**config.mk**
```make
export PLATFORM = sky130hd
export DESIGN_NAME = zero_cross_frequency_amplitude_meter
export DESIGN_NICKNAME = d
export VERILOG_FILES = /design/src/zcfam_pkg.sv /design/src/zcfam_front.sv /design/src/zcfam_queue.sv /design/src/zcfam_back.sv /design/src/zero_cross_frequency_amplitude_meter.sv
export SDC_FILE = /design/constraint.sdc
export NUM_CORES = 1
export LEC_CHECK = 0
export BUFFER_PORTS_ARGS = -buffer_cell sky130_fd_sc_hd__buf_2
export CAP_MARGIN = 10
export CORE_ASPECT_RATIO = 0.5
export CORE_MARGIN = 2
export CORE_UTILIZATION = 50
export DETAILED_ROUTE_END_ITERATION = 8
export GPL_TIMING_DRIVEN = 0
export PLACE_DENSITY = 0.67
export SYNTH_ARGS = -nofsm -noshare
export SYNTH_HDL_FRONTEND = slang
export SYNTH_HIERARCHICAL = 1
export SYNTH_SLANG_ARGS = --single-unit
```
**constraint.sdc**
```tcl
create_clock -name clk -period 15.4 [get_ports clk]
set_input_delay 3.85 -clock clk [delete_from_list [all_inputs] [get_ports clk]]
set_output_delay 3.85 -clock clk [all_outputs]
set_load 0.005 [all_outputs]
```
**src/zcfam_pkg.sv**
```systemverilog
// ----------------------------------------------------------------------------
// zcfam_pkg
// Shared types and constants for the zero-cross frequency / amplitude meter.
// ----------------------------------------------------------------------------
package zcfam_pkg;

    localparam int MAX_WINDOW_DEF = 1024;

    localparam int SAMPLE_W   = 10;
    localparam int TIME_W     = 32;
    localparam int THR_W      = 10;
    localparam int WLEN_W     = 11;
    localparam int CFG_DATA_W = 11;
    localparam int PP_W       = 10;
    localparam int FREQ_W     = 30;
    localparam int PCNT_W     = 2;

    // stream payload widths, padded to whole bytes
    localparam int IN_TDATA_W  = 48;
    localparam int OUT_TDATA_W = 48;

    localparam logic [THR_W-1:0]    THR_RESET    = THR_W'(512);
    localparam logic [WLEN_W-1:0]   WLEN_RESET   = WLEN_W'(1024);
    localparam logic [SAMPLE_W-1:0] SAMPLE_MAX   = '1;
    localparam logic [TIME_W-1:0]   SCALE_MHZ    = 32'd1000000000;
    localparam logic [FREQ_W-1:0]   FREQ_SAT     = 30'd1000000000;
    localparam logic [PCNT_W-1:0]   PERIODS_STOP = PCNT_W'(2);

    localparam int QUEUE_DEPTH = 2;

    // configuration register indexes
    localparam logic REG_THRESHOLD = 1'b0;
    localparam logic REG_WINDOW    = 1'b1;

    typedef enum logic [1:0] {
        DIR_NONE = 2'd0,
        DIR_RISE = 2'd1,
        DIR_FALL = 2'd2
    } cross_dir_t;

    typedef enum logic [1:0] {
        B_IDLE  = 2'd0,
        B_CALC  = 2'd1,
        B_WRITE = 2'd2
    } back_state_t;

    // one finished window, front to back
    typedef struct packed {
        logic [PP_W-1:0]   pp;
        logic              freq_on;
        logic [TIME_W-1:0] period;
        logic [PCNT_W-1:0] pcount;
    } win_rec_t;

endpackage

```
**src/zcfam_front.sv**
```systemverilog
// ----------------------------------------------------------------------------
// zcfam_front
// Per-sample tracking: min/max, threshold crossings, period timing, window end.
// ----------------------------------------------------------------------------
module zcfam_front #(
    parameter int MAX_WINDOW = zcfam_pkg::MAX_WINDOW_DEF
) (
    input  logic                             clk,
    input  logic                             rst_n,
    input  logic                             cfg_wr_en,
    input  logic                             cfg_addr,
    input  logic [zcfam_pkg::CFG_DATA_W-1:0] cfg_wdata,
    input  logic                             accept,
    input  logic [zcfam_pkg::SAMPLE_W-1:0]   sample,
    input  logic [zcfam_pkg::TIME_W-1:0]     time_us,
    input  logic                             want_frequency,
    output logic                             push,
    output zcfam_pkg::win_rec_t              rec
);

    localparam int IDX_W = (MAX_WINDOW > 2) ? $clog2(MAX_WINDOW) : 1;
    localparam int CNT_W = $clog2(MAX_WINDOW + 1);
    localparam int CMP_W = (CNT_W > zcfam_pkg::WLEN_W) ? CNT_W : zcfam_pkg::WLEN_W;

    logic [zcfam_pkg::THR_W-1:0]    thr_reg;
    logic [zcfam_pkg::WLEN_W-1:0]   wlen_reg;
    logic [IDX_W-1:0]               idx_reg, idx_next;
    logic [zcfam_pkg::SAMPLE_W-1:0] prev_reg;
    logic [zcfam_pkg::SAMPLE_W-1:0] max_reg, max_next;
    logic [zcfam_pkg::SAMPLE_W-1:0] min_reg, min_next;
    zcfam_pkg::cross_dir_t          dir_reg, dir_next;
    logic [zcfam_pkg::TIME_W-1:0]   etime_reg, etime_next;
    logic                           seen_reg, seen_next;
    logic [zcfam_pkg::PCNT_W-1:0]   pc_reg, pc_next;
    logic [zcfam_pkg::TIME_W-1:0]   per_reg, per_next;
    logic                           fmode_reg, fmode_next;

    logic [CNT_W-1:0]               len_eff;
    logic [CNT_W-1:0]               idx_p1;
    logic                           first;
    logic [zcfam_pkg::SAMPLE_W-1:0] b_max, b_min, t_max, t_min, r_max, r_min;
    zcfam_pkg::cross_dir_t          b_dir;
    logic [zcfam_pkg::TIME_W-1:0]   b_etime, b_per;
    logic                           b_seen;
    logic [zcfam_pkg::PCNT_W-1:0]   b_pc;
    logic                           rise, fall, crossed, early, win_end;

    // clamp window length to [2, MAX_WINDOW]
    always_comb
    begin
        if (wlen_reg < zcfam_pkg::WLEN_W'(2))
            len_eff = CNT_W'(2);
        else if (CMP_W'(wlen_reg) > CMP_W'(MAX_WINDOW))
            len_eff = CNT_W'(MAX_WINDOW);
        else
            len_eff = CNT_W'(wlen_reg);
    end

    assign idx_p1 = CNT_W'(idx_reg) + CNT_W'(1);
    assign first  = (idx_reg == '0);

    always_comb
    begin
        fmode_next = first ? want_frequency : fmode_reg;
        b_max      = first ? '0 : max_reg;
        b_min      = first ? zcfam_pkg::SAMPLE_MAX : min_reg;
        b_dir      = first ? zcfam_pkg::DIR_NONE : dir_reg;
        b_etime    = first ? '0 : etime_reg;
        b_seen     = first ? 1'b0 : seen_reg;
        b_pc       = first ? '0 : pc_reg;
        b_per      = first ? '0 : per_reg;

        rise = (prev_reg <= thr_reg) && (sample > thr_reg);
        fall = (prev_reg >= thr_reg) && (sample < thr_reg);

        dir_next = b_dir;
        case (b_dir)
            zcfam_pkg::DIR_NONE:
            begin
                crossed = rise || fall;
                // edge kind is fixed only by a tracked crossing
                if (fmode_next && !first)
                begin
                    if (rise)
                        dir_next = zcfam_pkg::DIR_RISE;
                    else if (fall)
                        dir_next = zcfam_pkg::DIR_FALL;
                end
            end
            zcfam_pkg::DIR_RISE: crossed = rise;
            zcfam_pkg::DIR_FALL: crossed = fall;
            default:             crossed = 1'b0;
        endcase

        etime_next = b_etime;
        seen_next  = b_seen;
        pc_next    = b_pc;
        per_next   = b_per;
        early      = 1'b0;
        if (fmode_next && !first && crossed)
        begin
            if (b_seen)
            begin
                per_next = time_us - b_etime;
                pc_next  = b_pc + zcfam_pkg::PCNT_W'(1);
                early    = (pc_next >= zcfam_pkg::PERIODS_STOP);
            end
            if (!early)
            begin
                etime_next = time_us;
                seen_next  = 1'b1;
            end
        end

        t_max = (sample > b_max) ? sample : b_max;
        t_min = (sample < b_min) ? sample : b_min;
        // second period closes the window before this sample counts
        r_max = early ? b_max : t_max;
        r_min = early ? b_min : t_min;
        max_next = r_max;
        min_next = r_min;

        win_end  = early || (idx_p1 >= len_eff);
        idx_next = win_end ? '0 : IDX_W'(idx_p1);

        rec.pp      = (r_max >= r_min) ? (r_max - r_min) : '0;
        rec.freq_on = fmode_next && (pc_next != '0);
        rec.period  = per_next;
        rec.pcount  = pc_next;
        push        = accept && win_end;
    end

    always_ff @(posedge clk or negedge rst_n)
    begin
        if (!rst_n)
        begin
            thr_reg   <= zcfam_pkg::THR_RESET;
            wlen_reg  <= zcfam_pkg::WLEN_RESET;
            idx_reg   <= '0;
            prev_reg  <= '0;
            max_reg   <= '0;
            min_reg   <= zcfam_pkg::SAMPLE_MAX;
            dir_reg   <= zcfam_pkg::DIR_NONE;
            etime_reg <= '0;
            seen_reg  <= 1'b0;
            pc_reg    <= '0;
            per_reg   <= '0;
            fmode_reg <= 1'b0;
        end
        else
        begin
            if (cfg_wr_en)
            begin
                case (cfg_addr)
                    zcfam_pkg::REG_THRESHOLD: thr_reg  <= zcfam_pkg::THR_W'(cfg_wdata);
                    zcfam_pkg::REG_WINDOW:    wlen_reg <= cfg_wdata;
                    default:                  ;
                endcase
            end
            if (accept)
            begin
                idx_reg   <= idx_next;
                prev_reg  <= sample;
                max_reg   <= max_next;
                min_reg   <= min_next;
                dir_reg   <= dir_next;
                etime_reg <= etime_next;
                seen_reg  <= seen_next;
                pc_reg    <= pc_next;
                per_reg   <= per_next;
                fmode_reg <= fmode_next;
            end
        end
    end

endmodule

```
**src/zcfam_queue.sv**
```systemverilog
// ----------------------------------------------------------------------------
// zcfam_queue
// Short FIFO of finished-window records between front and back.
// ----------------------------------------------------------------------------
module zcfam_queue (
    input  logic                clk,
    input  logic                rst_n,
    input  logic                push,
    input  zcfam_pkg::win_rec_t wr_rec,
    input  logic                pop,
    output zcfam_pkg::win_rec_t rd_rec,
    output logic                not_empty,
    output logic                full
);

    localparam int PTR_W = $clog2(zcfam_pkg::QUEUE_DEPTH);
    localparam int CNT_W = $clog2(zcfam_pkg::QUEUE_DEPTH + 1);

    zcfam_pkg::win_rec_t mem_reg [zcfam_pkg::QUEUE_DEPTH];
    logic [PTR_W-1:0]    wr_ptr_reg, rd_ptr_reg;
    logic [CNT_W-1:0]    cnt_reg;
    logic                do_push, do_pop;

    assign not_empty = (cnt_reg != '0);
    assign full      = (cnt_reg == CNT_W'(zcfam_pkg::QUEUE_DEPTH));
    assign do_push   = push && !full;
    assign do_pop    = pop && not_empty;
    assign rd_rec    = mem_reg[rd_ptr_reg];

    always_ff @(posedge clk)
    begin
        if (do_push)
            mem_reg[wr_ptr_reg] <= wr_rec;
    end

    always_ff @(posedge clk or negedge rst_n)
    begin
        if (!rst_n)
        begin
            wr_ptr_reg <= '0;
            rd_ptr_reg <= '0;
            cnt_reg    <= '0;
        end
        else
        begin
            if (do_push)
                wr_ptr_reg <= (wr_ptr_reg == PTR_W'(zcfam_pkg::QUEUE_DEPTH - 1)) ?
                              '0 : wr_ptr_reg + PTR_W'(1);
            if (do_pop)
                rd_ptr_reg <= (rd_ptr_reg == PTR_W'(zcfam_pkg::QUEUE_DEPTH - 1)) ?
                              '0 : rd_ptr_reg + PTR_W'(1);
            if (do_push && !do_pop)
                cnt_reg <= cnt_reg + CNT_W'(1);
            else if (do_pop && !do_push)
                cnt_reg <= cnt_reg - CNT_W'(1);
        end
    end

endmodule

```
**src/zcfam_back.sv**
```systemverilog
// ----------------------------------------------------------------------------
// zcfam_back
// Window result: radix-2 restoring divide for the frequency, output register.
// ----------------------------------------------------------------------------
module zcfam_back (
    input  logic                          clk,
    input  logic                          rst_n,
    input  zcfam_pkg::win_rec_t           rec,
    input  logic                          rec_valid,
    output logic                          pop,
    output logic                          out_valid,
    input  logic                          out_ready,
    output logic [zcfam_pkg::PP_W-1:0]    out_pp,
    output logic [zcfam_pkg::FREQ_W-1:0]  out_freq,
    output logic [zcfam_pkg::PCNT_W-1:0]  out_pcount
);

    localparam int DW  = zcfam_pkg::TIME_W;
    localparam int CTW = $clog2(DW);

    zcfam_pkg::back_state_t        state_reg, state_next;
    logic [DW-1:0]                 rem_reg, rem_next;
    logic [DW-1:0]                 quo_reg, quo_next;
    logic [DW-1:0]                 div_reg, div_next;
    logic [CTW-1:0]                cnt_reg, cnt_next;
    logic [zcfam_pkg::PP_W-1:0]    pp_reg, pp_next;
    logic [zcfam_pkg::PCNT_W-1:0]  pc_reg, pc_next;
    logic                          ovld_reg, ovld_next;
    logic [zcfam_pkg::PP_W-1:0]    opp_reg, opp_next;
    logic [zcfam_pkg::FREQ_W-1:0]  ofreq_reg, ofreq_next;
    logic [zcfam_pkg::PCNT_W-1:0]  opc_reg, opc_next;
    logic [DW:0]                   trial;
    logic                          fits;

    assign trial = {rem_reg, quo_reg[DW-1]};
    assign fits  = (trial >= {1'b0, div_reg});

    always_comb
    begin
        state_next = state_reg;
        rem_next   = rem_reg;
        quo_next   = quo_reg;
        div_next   = div_reg;
        cnt_next   = cnt_reg;
        pp_next    = pp_reg;
        pc_next    = pc_reg;
        ovld_next  = ovld_reg && !out_ready;
        opp_next   = opp_reg;
        ofreq_next = ofreq_reg;
        opc_next   = opc_reg;
        pop        = 1'b0;

        case (state_reg)
            zcfam_pkg::B_IDLE:
            begin
                if (rec_valid)
                begin
                    pop     = 1'b1;
                    pp_next = rec.pp;
                    pc_next = rec.pcount;
                    if (!rec.freq_on)
                    begin
                        quo_next   = '0;
                        state_next = zcfam_pkg::B_WRITE;
                    end
                    else if (rec.period == '0)
                    begin
                        quo_next   = DW'(zcfam_pkg::FREQ_SAT);
                        state_next = zcfam_pkg::B_WRITE;
                    end
                    else
                    begin
                        // round half up: (1e9 + p/2) / p
                        quo_next   = zcfam_pkg::SCALE_MHZ + (rec.period >> 1);
                        rem_next   = '0;
                        div_next   = rec.period;
                        cnt_next   = '0;
                        state_next = zcfam_pkg::B_CALC;
                    end
                end
            end
            zcfam_pkg::B_CALC:
            begin
                rem_next = fits ? DW'(trial - {1'b0, div_reg}) : trial[DW-1:0];
                quo_next = {quo_reg[DW-2:0], fits};
                cnt_next = cnt_reg + CTW'(1);
                if (cnt_reg == CTW'(DW - 1))
                    state_next = zcfam_pkg::B_WRITE;
            end
            zcfam_pkg::B_WRITE:
            begin
                if (!ovld_reg || out_ready)
                begin
                    ovld_next  = 1'b1;
                    opp_next   = pp_reg;
                    ofreq_next = quo_reg[zcfam_pkg::FREQ_W-1:0];
                    opc_next   = pc_reg;
                    state_next = zcfam_pkg::B_IDLE;
                end
            end
            default:
                state_next = zcfam_pkg::B_IDLE;
        endcase
    end

    always_ff @(posedge clk or negedge rst_n)
    begin
        if (!rst_n)
        begin
            state_reg <= zcfam_pkg::B_IDLE;
            ovld_reg  <= 1'b0;
        end
        else
        begin
            state_reg <= state_next;
            ovld_reg  <= ovld_next;
        end
    end

    always_ff @(posedge clk)
    begin
        rem_reg   <= rem_next;
        quo_reg   <= quo_next;
        div_reg   <= div_next;
        cnt_reg   <= cnt_next;
        pp_reg    <= pp_next;
        pc_reg    <= pc_next;
        opp_reg   <= opp_next;
        ofreq_reg <= ofreq_next;
        opc_reg   <= opc_next;
    end

    assign out_valid  = ovld_reg;
    assign out_pp     = opp_reg;
    assign out_freq   = ofreq_reg;
    assign out_pcount = opc_reg;

endmodule

```
**src/zero_cross_frequency_amplitude_meter.sv**
```systemverilog
// ----------------------------------------------------------------------------
// zero_cross_frequency_amplitude_meter
// Windowed peak-to-peak and zero-crossing frequency meter for raw ADC samples.
// ----------------------------------------------------------------------------
// Samples stream in with a microsecond timestamp and are grouped into windows
// of window_length samples (clamped to 2..MAX_WINDOW). The front end takes one
// sample per clock while the result queue has room, tracks min/max, finds
// threshold crossings of one edge kind (fixed by the first crossing of the
// window) and times the periods between them; a window closes early once a
// second period completes. Each window yields one result request. The back end
// computes frequency_mhz = round(1e9 / period) with a one-bit-per-cycle
// restoring divider, which is skipped when no frequency is measured. A
// two-deep queue separates the two, so sampling stalls only if windows finish
// faster than the back end drains them (e.g. very short windows with frequency
// on, or a stalled result stream); otherwise the rate is one sample per cycle.
// Configuration writes are taken at any time but belong in idle periods.
// ----------------------------------------------------------------------------
module zero_cross_frequency_amplitude_meter #(
    parameter int MAX_WINDOW = zcfam_pkg::MAX_WINDOW_DEF
) (
    input  logic                              clk,
    input  logic                              rst_n,
    // configuration: index 0 zero_threshold, index 1 window_length
    input  logic                              cfg_wr_en,
    input  logic                              cfg_addr,
    input  logic [zcfam_pkg::CFG_DATA_W-1:0]  cfg_wdata,
    // sample stream
    input  logic                              s_tvalid,
    output logic                              s_tready,
    // [9:0] sample, [41:10] time_us, [42] want_frequency, rest zero
    input  logic [zcfam_pkg::IN_TDATA_W-1:0]  s_tdata,
    // result stream
    output logic                              m_tvalid,
    input  logic                              m_tready,
    // [9:0] peak_to_peak, [39:10] frequency_mhz, [41:40] periods_seen, rest zero
    output logic [zcfam_pkg::OUT_TDATA_W-1:0] m_tdata
);

    localparam int T_LO = zcfam_pkg::SAMPLE_W;
    localparam int W_BIT = zcfam_pkg::SAMPLE_W + zcfam_pkg::TIME_W;
    localparam int F_LO = zcfam_pkg::PP_W;
    localparam int P_LO = zcfam_pkg::PP_W + zcfam_pkg::FREQ_W;
    localparam int O_USED = P_LO + zcfam_pkg::PCNT_W;

    logic                             accept;
    logic                             push;
    logic                             q_full;
    logic                             q_not_empty;
    logic                             pop;
    zcfam_pkg::win_rec_t              wr_rec, rd_rec;
    logic [zcfam_pkg::PP_W-1:0]       out_pp;
    logic [zcfam_pkg::FREQ_W-1:0]     out_freq;
    logic [zcfam_pkg::PCNT_W-1:0]     out_pcount;

    // room must exist for a window result before any sample is taken
    assign s_tready = !q_full;
    assign accept   = s_tvalid && s_tready;

    zcfam_front #(
        .MAX_WINDOW(MAX_WINDOW)
    ) u_front (
        .clk            (clk),
        .rst_n          (rst_n),
        .cfg_wr_en      (cfg_wr_en),
        .cfg_addr       (cfg_addr),
        .cfg_wdata      (cfg_wdata),
        .accept         (accept),
        .sample         (s_tdata[T_LO-1:0]),
        .time_us        (s_tdata[W_BIT-1:T_LO]),
        .want_frequency (s_tdata[W_BIT]),
        .push           (push),
        .rec            (wr_rec)
    );

    zcfam_queue u_queue (
        .clk       (clk),
        .rst_n     (rst_n),
        .push      (push),
        .wr_rec    (wr_rec),
        .pop       (pop),
        .rd_rec    (rd_rec),
        .not_empty (q_not_empty),
        .full      (q_full)
    );

    zcfam_back u_back (
        .clk        (clk),
        .rst_n      (rst_n),
        .rec        (rd_rec),
        .rec_valid  (q_not_empty),
        .pop        (pop),
        .out_valid  (m_tvalid),
        .out_ready  (m_tready),
        .out_pp     (out_pp),
        .out_freq   (out_freq),
        .out_pcount (out_pcount)
    );

    assign m_tdata = {{(zcfam_pkg::OUT_TDATA_W - O_USED){1'b0}}, out_pcount, out_freq, out_pp};

endmodule

```
==> flow_summary.json <==
{
  "drv_slew": 0,
  "cell_chain_critical_path": "buf_2, ha_1, a21oi_1, o21ai_1, a2111oi_4, mux2_2, a211oi_2, a21oi_1, clkbuf_1, clkbuf_1, mux2i_1, ha_1, inv_1, fa_1, a21o_1, a21oi_1, o21bai_1, a21oi_1, o21ai_0, maj3_1, nand2_1, o2bb2ai_1, nor2_1",
  "number_of_flip_flops_under_the_largest_register_name": 90,
  "detail_route.drc_violations": 0,
  "netSwitchingPower_mw": 2.22,
  "io_pins": 115,
  "cellLeakagePower_nw": 10.0,
  "wl_on_met1_mm": 23.2,
  "synthesis.area_mm2": 0.0208,
  "post-cts-setup-buffers": 0,
  "cts.clk_slew.worst_paths_ns": 0.06,
  "num_vias": 14467,
  "post_layout_nonfiller_instances": 2561,
  "grt.total_usage_pct": 22.1,
  "pwr_density_mw_per_mm2": 235,
  "max_clock_freq_ghz": 0.106,
  "postRouteWirelength_mm": 47.7,
  "report.final.setup_viol": 0,
  "timing.setup.tns_ns": 0,
  "post_synth_main_area_contributors": "sky130_fd_sc_hd__edfxtp_1 (35%), sky130_fd_sc_hd__dfrtp_1 (15%), sky130_fd_sc_hd__ha_1 (7.8%)",
  "area_growth_syn_to_layout_pct": 12.9,
  "yosys.cell_types.count": 81,
  "numClockSinks": 383,
  "routability_congestion": 0.905,
  "drive_above_1_share_pct": 15.6,
  "vias_per_cell": 5.65,
  "most_common_cell_after_layout_fill_and_taps_aside": "sky130_fd_sc_hd__edfxtp_1",
  "p_sw_share_pct": 40.3,
  "hpwlAfterDp_mm": 35.5,
  "synth_warnings": 6,
  "share_of_yosys_cell_area_claimed_by_the_top_area_cell_type_pct": 35.4,
  "layout.nets": 2190,
  "crit_slowest_cell": "sky130_fd_sc_hd__a2111oi_4",
  "crit_path_max_fanout": 10,
  "grt_antenna_before_repair": 1,
  "final.fill_count": 3420,
  "clockRootBuffer": "sky130_fd_sc_hd__clkbuf_16",
  "clk_path_buf_depth": 3,
  "core_area_mm2": 0.0407,
  "top_metal_used": "met4",
  "met2WireLength_mm": 21.4,
  "worstSetupStartpointType": "input pin",
  "cts-buffers-inserted": 36,
  "cts.htree.levels": 2,
  "number_of_enable_type_register_cells_in_the_synthesized_netlist": 245,
  "grt_pass1_vias": 13911,
  "worst_ep_arrival_time_ns": 9.67,
  "postCtsHoldBufs": 0,
  "synth.largest_area_cell": "sky130_fd_sc_hd__edfxtp_1",
  "post_synth_inst_count": 1840,
  "power.share.sequential_pct": 32.3,
  "numPortBuffers": 103,
  "fin_worst_skew_ns": 0.0304,
  "place_inst": 2495,
  "met3RoutedLength_mm": 2.43,
  "worst_path_most_repeated_cell": "sky130_fd_sc_hd__a21oi_1",
  "crit_type": "input pin to flip-flop",
  "tcrit_tclk_final_pct": 61.3,
  "floorplan.die.height_um": 148,
  "yosys_most_used_dff": "sky130_fd_sc_hd__edfxtp_1",
  "synth_area_per_cell_um2": 11.3,
  "synth_seq_area_share_pct": 52.0,
  "route.detailed.wl_per_inst_um": 18.6,
  "drt_pass1_iterations": 5,
  "p_comb_share_pct": 50.5,
  "final-hold-violation-count": 0,
  "setup_repair_after_global_routing_missed_its_margin": "false",
  "worst_max_slew_margin_expressed_relative_to_the_limit_pct": 31.4,
  "crit_path_end_kind": "flip-flop",
  "final_cell_mix": "sky130_fd_sc_hd__edfxtp_1 (245), sky130_fd_sc_hd__nand2_1 (210), sky130_fd_sc_hd__ha_1 (129), sky130_fd_sc_hd__dfrtp_1 (126)",
  "minimum_clock_period_after_layout_ns": 9.44,
  "area_occupied_by_multi_input_gates_mm2": 0.00927,
  "pwr-share-clk_pct": 17.2,
  "grt_max_degree": 75,
  "holdCritPathClass": "flip-flop to flip-flop",
  "drt_first_iter_violations": 1084,
  "grt_first_pass_wirelength_mm": 75.7,
  "initial_utilization_pct": 51.1,
  "required_ns": 15.63,
  "cts_tree": "yes",
  "die_area_mm2": 0.0434,
  "die_w_um": 292,
  "max_stage_delay_ns": 0.51,
  "drt.antenna.violating_nets": 0,
  "tightest_slew_ns": 1.02,
  "maxCapViolCount": 0,
  "antenna_diode_count": 0,
  "ys_ff_latch": 383,
  "register_area_mm2": 0.0108,
  "row_count": 52,
  "internal_power_mw": 3.29,
  "result_of_the_run": "finished clean",
  "total_global_routing_overflow": 0,
  "worst_voltage_drop_across_the_vdd_grid_mv": 0.109,
  "post_cts_resized": 0,
  "postSynth.asyncResetShare_pct": 36.0,
  "clk_latency_ns": 0.54
}
per-stage QoR:
step / setup WS (ns) / util (%) / hold WS (ns) / power (mW) / cell area [µm²]
2_1_floorplan: 6.74 / - / 0.400 / 3.81 / 20800
3_3_place_gp: 4.94 / 54.1 / 0.405 / 4.48 / 22000
3_5_place_dp: 5.50 / 54.6 / 0.406 / 4.56 / 22200
4_1_cts: 6.03 / 57.7 / 0.421 / 5.53 / 23500
5_1_grt: 5.48 / 57.7 / 0.435 / 5.92 / 23500
6_report: 5.96 / 57.7 / 0.419 / 5.51 / 23500
synthesized netlist by cell type, drive strengths merged, types with 5 or more instances:
cell type / number
a21o: 37
o21bai: 9
mux2i: 38
nor2b: 26
a211oi: 10
a31o: 5
o31ai: 18
mux2: 87
o21ai: 119
o211ai: 6
or2: 5
dfstp: 12
edfxtp: 245
buf: 29
xnor2: 52
a32o: 6
nand2b: 19
nor3: 18
a2111oi: 5
a21oi: 81
ha: 129
a22o: 57
inv: 94
and3: 15
nor2: 111
nand4: 19
nor4: 9
o21a: 14
a31oi: 20
xor2: 40
or3: 6
nand2: 211
and2: 11
dfrtp: 126
clkbuf: 47
nand3: 52
kinds of logic after synthesis:
| logic type | synth area share [%] |
|---|---|
| and+or+nand+nor | 11.4 |
| AOI/OAI and AO/OA | 13.5 |
| DFF | 52.0 |
| buffers and inverters | 3.74 |
| adders and majority gates | 8.20 |
| muxes | 7.26 |
| xor gates and xnor gates | 3.87 |
| other | 0.0180 |
path summary, 6_finish.rpt:
path                            slack (ns)                endpoint          startpoint  cells past startpoint
worst max-delay path                  5.96  u_queue/mem_reg[1][40]          s_tdata[5]                     23
worst min-delay path                  0.42        u_back/out_pp[8]    u_back/pp_reg[8]                      0
worst max register to register        8.43  u_queue/mem_reg[1][40]  u_front/idx_reg[0]                     28
worst min register to register        0.42        u_back/out_pp[8]    u_back/pp_reg[8]                      0
max in group asynchronous            11.21      u_front/min_reg[8]               rst_n                      2
min in group asynchronous             3.36     u_front/wlen_reg[2]               rst_n                      1
power groups by stage:
stage / Sequential, mW / Clock (mW) / Combinational (mW)
2_1_floorplan: 1.75 / 0 / 2.06
3_3_place_gp: 1.81 / 0 / 2.68
3_5_place_dp: 1.79 / 0 / 2.76
4_1_cts: 1.78 / 0.973 / 2.78
5_1_grt: 1.81 / 1.02 / 3.09
6_report: 1.78 / 0.949 / 2.79
routing by layer:
layer	vias up	track usage, %
li1	7016	-
met1	7076	32.3
met2	329	34.7
met3	46	4.06
met4	0	4.31
met5	-	0
critical path: cells and delay by family:
family	cells	cell delay (ns)
compound gates	11	2.62
fa+ha+maj	4	1.31
buf+inv	4	0.75
mux	2	0.83
simple gates	2	0.27
layout make-up:
type	instances	area share [%]
plain buffers	76	1.80
clock buffers	46	4.35
clock inverters	20	1.02
inverters	95	1.52
multi-input cells	1291	39.5
flip-flops and latches	383	46.1
well taps	540	2.88
repair buffers	110	2.88
No activity file was read; power rests on OpenSTA's default activity.
